--- src/design/bsr_pkg.sv ---
// ----------------------------------------------------------------------------
// bsr_pkg: shared types and constants of the bilinear resampler
// Register indexes, field widths, the configuration and weight bundles and
// the 2x2 neighbourhood that travels from the front end to the back end.
// ----------------------------------------------------------------------------
package bsr_pkg;

  // Port field widths.
  localparam int PIXEL_PORT_BITS = 16;
  localparam int VALUE_BITS      = 24;
  localparam int POS_BITS        = 33;
  localparam int CFG_INDEX_BITS  = 3;

  // Register indexes of the configuration port.
  localparam logic [CFG_INDEX_BITS-1:0] CFG_LINE_POSITION   = 3'd0;
  localparam logic [CFG_INDEX_BITS-1:0] CFG_SAMPLE_POSITION = 3'd1;
  localparam logic [CFG_INDEX_BITS-1:0] CFG_OUT_LINES       = 3'd2;
  localparam logic [CFG_INDEX_BITS-1:0] CFG_OUT_SAMPLES     = 3'd3;
  localparam logic [CFG_INDEX_BITS-1:0] CFG_IMAGE_LINES     = 3'd4;
  localparam logic [CFG_INDEX_BITS-1:0] CFG_IMAGE_SAMPLES   = 3'd5;
  localparam logic [CFG_INDEX_BITS-1:0] CFG_FILL_VALUE      = 3'd6;

  // The constant 1.0 with 16 fraction bits.
  localparam logic [16:0] FRAC_ONE = 17'h10000;

  // Weights are fractions of 2^32; the full weight 1.0 needs bit 32.
  localparam int WEIGHT_BITS = 33;

  // Depth of the queue between front end and back end.
  localparam int QUEUE_DEPTH = 4;
  localparam int QUEUE_AW    = 2;

  // Region geometry as the front end sees it.
  typedef struct packed {
    logic signed [16:0] line_int;      // floor of the start line
    logic signed [16:0] sample_int;    // floor of the start sample
    logic [15:0]        lines_eff;     // output lines, zero read as one
    logic [11:0]        samples_eff;   // output samples, zero read as one
    logic [15:0]        image_lines;
    logic [15:0]        image_samples;
    logic [15:0]        pad_pixel;
    logic               restart;       // a listed register written this cycle
  } geom_t;

  // The four bilinear weights.
  typedef struct packed {
    logic [WEIGHT_BITS-1:0] w00;
    logic [WEIGHT_BITS-1:0] w01;
    logic [WEIGHT_BITS-1:0] w10;
    logic [WEIGHT_BITS-1:0] w11;
  } weights_t;

  // One 2x2 neighbourhood ready for interpolation.
  typedef struct packed {
    logic                       last;
    logic [PIXEL_PORT_BITS-1:0] above_left;
    logic [PIXEL_PORT_BITS-1:0] above;
    logic [PIXEL_PORT_BITS-1:0] left;
    logic [PIXEL_PORT_BITS-1:0] cur;
  } nbhd_t;

endpackage

--- src/design/bsr_queue.sv ---
// ----------------------------------------------------------------------------
// bsr_queue: neighbourhood queue between front end and back end
// A short register queue that lets either side stall without the other.
// ----------------------------------------------------------------------------
module bsr_queue
  import bsr_pkg::*;
(
  input  logic  clk,
  input  logic  rst,
  input  logic  push,
  input  nbhd_t push_data,
  output logic  full,
  input  logic  pop,
  output logic  not_empty,
  output nbhd_t pop_data
);

  logic [QUEUE_AW-1:0] wr_ptr;
  logic [QUEUE_AW-1:0] rd_ptr;
  logic [QUEUE_AW:0]   count;
  nbhd_t               entries [QUEUE_DEPTH];

  assign full      = count == (QUEUE_AW+1)'(QUEUE_DEPTH);
  assign not_empty = count != '0;
  assign pop_data  = entries[rd_ptr];

  // Storage.
  always_ff @(posedge clk) begin
    if (push) begin
      entries[wr_ptr] <= push_data;
    end
  end

  // Pointers and fill level.
  always_ff @(posedge clk) begin
    if (rst) begin
      wr_ptr <= '0;
      rd_ptr <= '0;
      count  <= '0;
    end else begin
      if (push) begin
        wr_ptr <= wr_ptr + 1'b1;
      end
      if (pop) begin
        rd_ptr <= rd_ptr + 1'b1;
      end
      if (push && !pop) begin
        count <= count + 1'b1;
      end else if (pop && !push) begin
        count <= count - 1'b1;
      end
    end
  end

  // The front end never pushes into a full queue.
  a_no_overflow: assert property (@(posedge clk) disable iff (rst)
    push |-> !full)
    else $error("bsr_queue: push while full");

  // The back end never pops an empty queue.
  a_no_underflow: assert property (@(posedge clk) disable iff (rst)
    pop |-> not_empty)
    else $error("bsr_queue: pop while empty");

  // The fill level stays within the depth and tracks the pointers.
  a_count_consistent: assert property (@(posedge clk) disable iff (rst)
    (count <= (QUEUE_AW+1)'(QUEUE_DEPTH)) &&
    (count[QUEUE_AW-1:0] == QUEUE_AW'(wr_ptr - rd_ptr)))
    else $error("bsr_queue: fill level inconsistent with pointers");

endmodule

--- config.mk ---
export PLATFORM = sky130hd
export DESIGN_NAME = bsr_queue
export DESIGN_NICKNAME = d
export VERILOG_FILES = /design/src/design/bsr_pkg.sv /design/src/design/bsr_queue.sv
export SDC_FILE = /design/constraint.sdc
export NUM_CORES = 1
export LEC_CHECK = 0
export ABC_CLOCK_PERIOD_IN_PS = 2300
export BUFFER_PORTS_ARGS = -buffer_cell sky130_fd_sc_hd__buf_4
export CORE_UTILIZATION = 47
export DETAILED_ROUTE_END_ITERATION = 10
export GPL_TIMING_DRIVEN = 0
export PLACE_DENSITY_LB_ADDON = 0.3
export SLEW_MARGIN = 0
export SYNTH_ARGS = -nofsm -noshare
export SYNTH_HDL_FRONTEND = slang
export SYNTH_SLANG_ARGS = --single-unit
--- constraint.sdc ---
create_clock -name clk -period 2.3 [get_ports clk]
set_input_delay 0.345 -clock clk [delete_from_list [all_inputs] [get_ports clk]]
set_output_delay 0.345 -clock clk [all_outputs]
set_load 0.05 [all_outputs]
# ---- Yosys cells after proc, flatten, opt, wreduce, memory -nomap -nowiden
# Memory sizes are Yosys's and may differ from the RTL's. A register that Yosys moved wholly into a read port is not among the register bits.
# Index checks and enable logic that the tools add are counted.
dict set report word_totals {
  ff_bits 7
  latchBits 0
  ramBits 260
  romBits 0
  inputBits 69
  out_inout_bits 67
  word_cells 21
  n_memories 1
}
# memory words word_bits read_ports rd_clocked_by_memory_dff wr line_no
set mem_list {}
lappend mem_list {entries 4 65 1 1 1 bsr_queue.sv:21} ;# nbhd_t entries [QUEUE_DEPTH];
dict set report classes {
  n_addsub 4
  multipliers 0
  div 0
  magnitude_cmp 0
  eq_ne 1
  shift 0
  mux 6
  bitwise_logic 0
  n_reduce_logical 6
}
# cell count
set op_table {}
lappend op_table {{$mux 3} 2}
lappend op_table {{$add 2x1->2 const B} 2}
lappend op_table {{$mux 2} 2}
lappend op_table {{$add 3x1->3 const B} 1}
lappend op_table {{$eq 3x3->1 const B} 1}
lappend op_table {{$reduce_bool 3->1} 1}
lappend op_table {{$sub 3x1->3 const B} 1}
lappend op_table {{$logic_and 1x1->1} 2}
lappend op_table {{$logic_not 1->1} 2}
lappend op_table {{$mux 1} 2}
lappend op_table {{$reduce_bool 2->1} 1}

# ---- Logic depth before layout (Yosys ltp)
dict set report depth {
  ltp_word 4
  ltp_mapped 7
  depth_no_buf 7
}

# ---- Worst setup path before layout
# No wires, ideal clock.
dict set report synth_path {
  kind {reg-to-reg}
  start {register wr_ptr[0]}
  end {memory entries[0][0] (netlist name) (enable)}
  setup_time_ns 0.430
  arrival_time_ns 2.070
  required_ns 1.870
  setup_slack_ns -0.200
  path_stages_with_launch 4
  period_less_slack_ns 2.500
  path_cell_list {dfxtp_1 > inv_1 > ha_1 > and2_1}
}
# element line_no
set synth_lines {}
lappend synth_lines {{start: declaration} bsr_queue.sv:18} ;# logic [QUEUE_AW-1:0] wr_ptr;
lappend synth_lines {{start signal: assignment} bsr_queue.sv:42} ;# wr_ptr <= wr_ptr + 1'b1;
lappend synth_lines {{end: declaration} bsr_queue.sv:21}
# No word-level cell before the write port.

==> out/metrics.csv <==
metric;value;unit
GRT overflow;0;
most crowded layer after global routing;met2;
# setup viols final;0;
Die W;147;um
crit path time final;2.27;ns
Synth area leaders;edfxtp_1 79%, mux4_2 15%, dfxtp_1 1.8%;
Max Buffers Root-to-Sink;3;
Register-to-Register Path Depth;4;
CTS tree;built;
CTS root buf;clkbuf_16;
most frequent cells in the layout;260 x edfxtp_1, 92 x buf_4, 65 x mux4_2;
clk_lat worst skew;0.52;ns
measured slew at the worst slew-check pin;0.425;ns
dpl ws;0.420;ns
Syn Area/Cell;25.7;um2
first-pass GRT wire length;27000;um
final hold vios;0;
Clock Skew;0.00645;ns
DR WL/cell;20.5;um
initial antenna violation count;0;
Slew Viols, Final;0;
met2 usage;28.2;%
Crit Path Class;flip-flop to primary output;
Util after Layout;61.4;%
number of global-route vias before repair;4887;
routing usage on met1;21.4;%
leakage power;4.29;nW
yosys synthesis warning count;0;
num ports;136;
Min Hold Slack;0.0216;ns
WP data arrival;1.92;ns
period utilization;98.6;%
# fillers;1447;
Yosys top cell area share;79.2;%
Worst Hold Class;input pin to flip-flop;
Worst setup EP type;primary output;
Detail Placement HPWL;10300;um
die span in y;147;um
FF-to-FF setup slack;0.65;ns
register bit count reported by yosys;269;
Post-Syn Instances;383;
Power Density;977;nW/um2
status;finished clean;
Seq/Total Area, Yosys;81.1;%
Inserted Diodes;0;
Final nets;628;
DR vias;4423;
largest net degree at the start of global routing;48;
Clock Pin Slew Worst Setup and Hold Paths;0.06;ns
Yosys top cell by area;edfxtp_1;
met3 Resource Use GR;3.91;%
synth unique cells;21;
area of the multi-input gates;1710;um2
Post-route DRC;0;
GP Congestion;0.698;
All-Layer GR Usage;16.5;%
area of the mapped netlist;9850;um2
Initial Util;48.4;%
WHS Path Cells;1;
synth-to-layout area growth;26.9;%
Iter 0 DRT Violations;161;
Synth Net Count;458;
TritonRoute pass-1 iters;4;
PortBufs;134;
CP required;1.96;ns
Register Area;7990;um2
fraction of layout cells with a size suffix above 1;47.0;%
core area;20400;um2
startpoint class of the critical path;flip-flop;
Setup WS post-layout;0.0330;ns
H-tree depth;1;
Rows;52;
CTS buffer count;27;
MaxCap Viol Count;0;
FMAX;441;MHz
CP Max Fanout;10;
Via density;5.25;
Slew HR;71.7;%
Die Area;21600;um2
Antenna Nets Post-Route;0;
most common cell after layout, fill and taps aside;edfxtp_1;
Sink Count;269;
Peak VDD IR;0.655;mV
total wire length;17200;um
RSZ-0062 raised after global routing;yes;
kinds of logic after synthesis:
| group | Yosys count | synth area share, % |
|---|---|---|
| XOR/XNOR | 5 | 0.444 |
| adder cells (fa/ha/maj) | 6 | 0.838 |
| multiplexers | 67 | 15.1 |
| flip-flops | 269 | 81.1 |
| buffers and inverters | 19 | 1.74 |
| AO/OA/AOI/OAI | 2 | 0.101 |
| AND/OR/NAND/NOR | 15 | 0.762 |
where the power goes:
part,switching [mW],internal (mW),leakage (nW)
Combinational,1.16,0.765,1.35
Sequential,0.0593,5.63,2.46
Clock,1.75,2.87,0.476
Total,2.97,9.26,4.29
what timing repair did:
action | CTS | global route
pin swaps | 0 | 0
hold endpoints to repair | 0 | 4
resized for setup | 15 | 46
hold buffers | 0 | 1
buffers inserted | 2 | 0
setup endpoints to repair | 60 | 52
area by class of cell:
class                   instances  area share (%)
multi-input cells              95            13.6
flip-flops and latches        269            63.9
repair buffers                141            10.7
clock inverters                19            1.96
clock buffers                  29            5.62
plain buffers                  15            1.45
well taps                     270            2.70
inverters                       4           0.120
final timing paths:
| path | startpoint | endpoint |
|---|---|---|
| max reg2reg | wr_ptr[0] | entries[0][46] |
| min | push_data[13] | entries[2][13] |
| max | flip-flop | pop_data[8] |
| min reg2reg | count[2] | count[2] |
per-layer routing:
layer | up-vias | routed length [um]
li1 | 1974 | -
met1 | 2278 | 7170
met2 | 139 | 8590
met3 | 32 | 1110
met4 | 0 | 373
met5 | - | 0
worst max-delay path, stage by stage, from the launching register on:
cell	delay, ns
dfxtp_2	0.35
buf_12	0.16
buf_12	0.16
mux4_2	0.55
buf_6	0.18
flip-flops by register name (all words and copies together), names as in the netlist, named ones only:
register,cells
count,3
entries,260
wr_ptr,2
rd_ptr,2
Yosys cell counts:
cell type and number:
a21oi_1 1, and2_1 4, buf_12 5, buf_2 6, buf_4 1, buf_6 1, clkbuf_1 2, dfxtp_1 9
edfxtp_1 260, fa_1 1, ha_1 5, inv_1 4, mux2i_1 2, mux4_2 65, nand2_1 1, nor2_1 7
nor3b_1 1, o21ai_0 1, or3_1 2, xnor2_1 2, xor2_1 3
stage by stage:
stage / area (um2) / total power [mW] / TNS [ns] / cells
5_1_grt: 12500 / 12.6 / -0.328 / 842
4_1_cts: 12300 / 12.3 / 0 / 841
6_report: 12500 / 12.2 / 0 / 842
2_1_floorplan: 9860 / 7.01 / 0 / 383
3_5_place_dp: 11300 / 7.62 / 0 / 791
3_3_place_gp: 11200 / 7.55 / -30.60 / 787
Power figures use the tool's default switching activity.
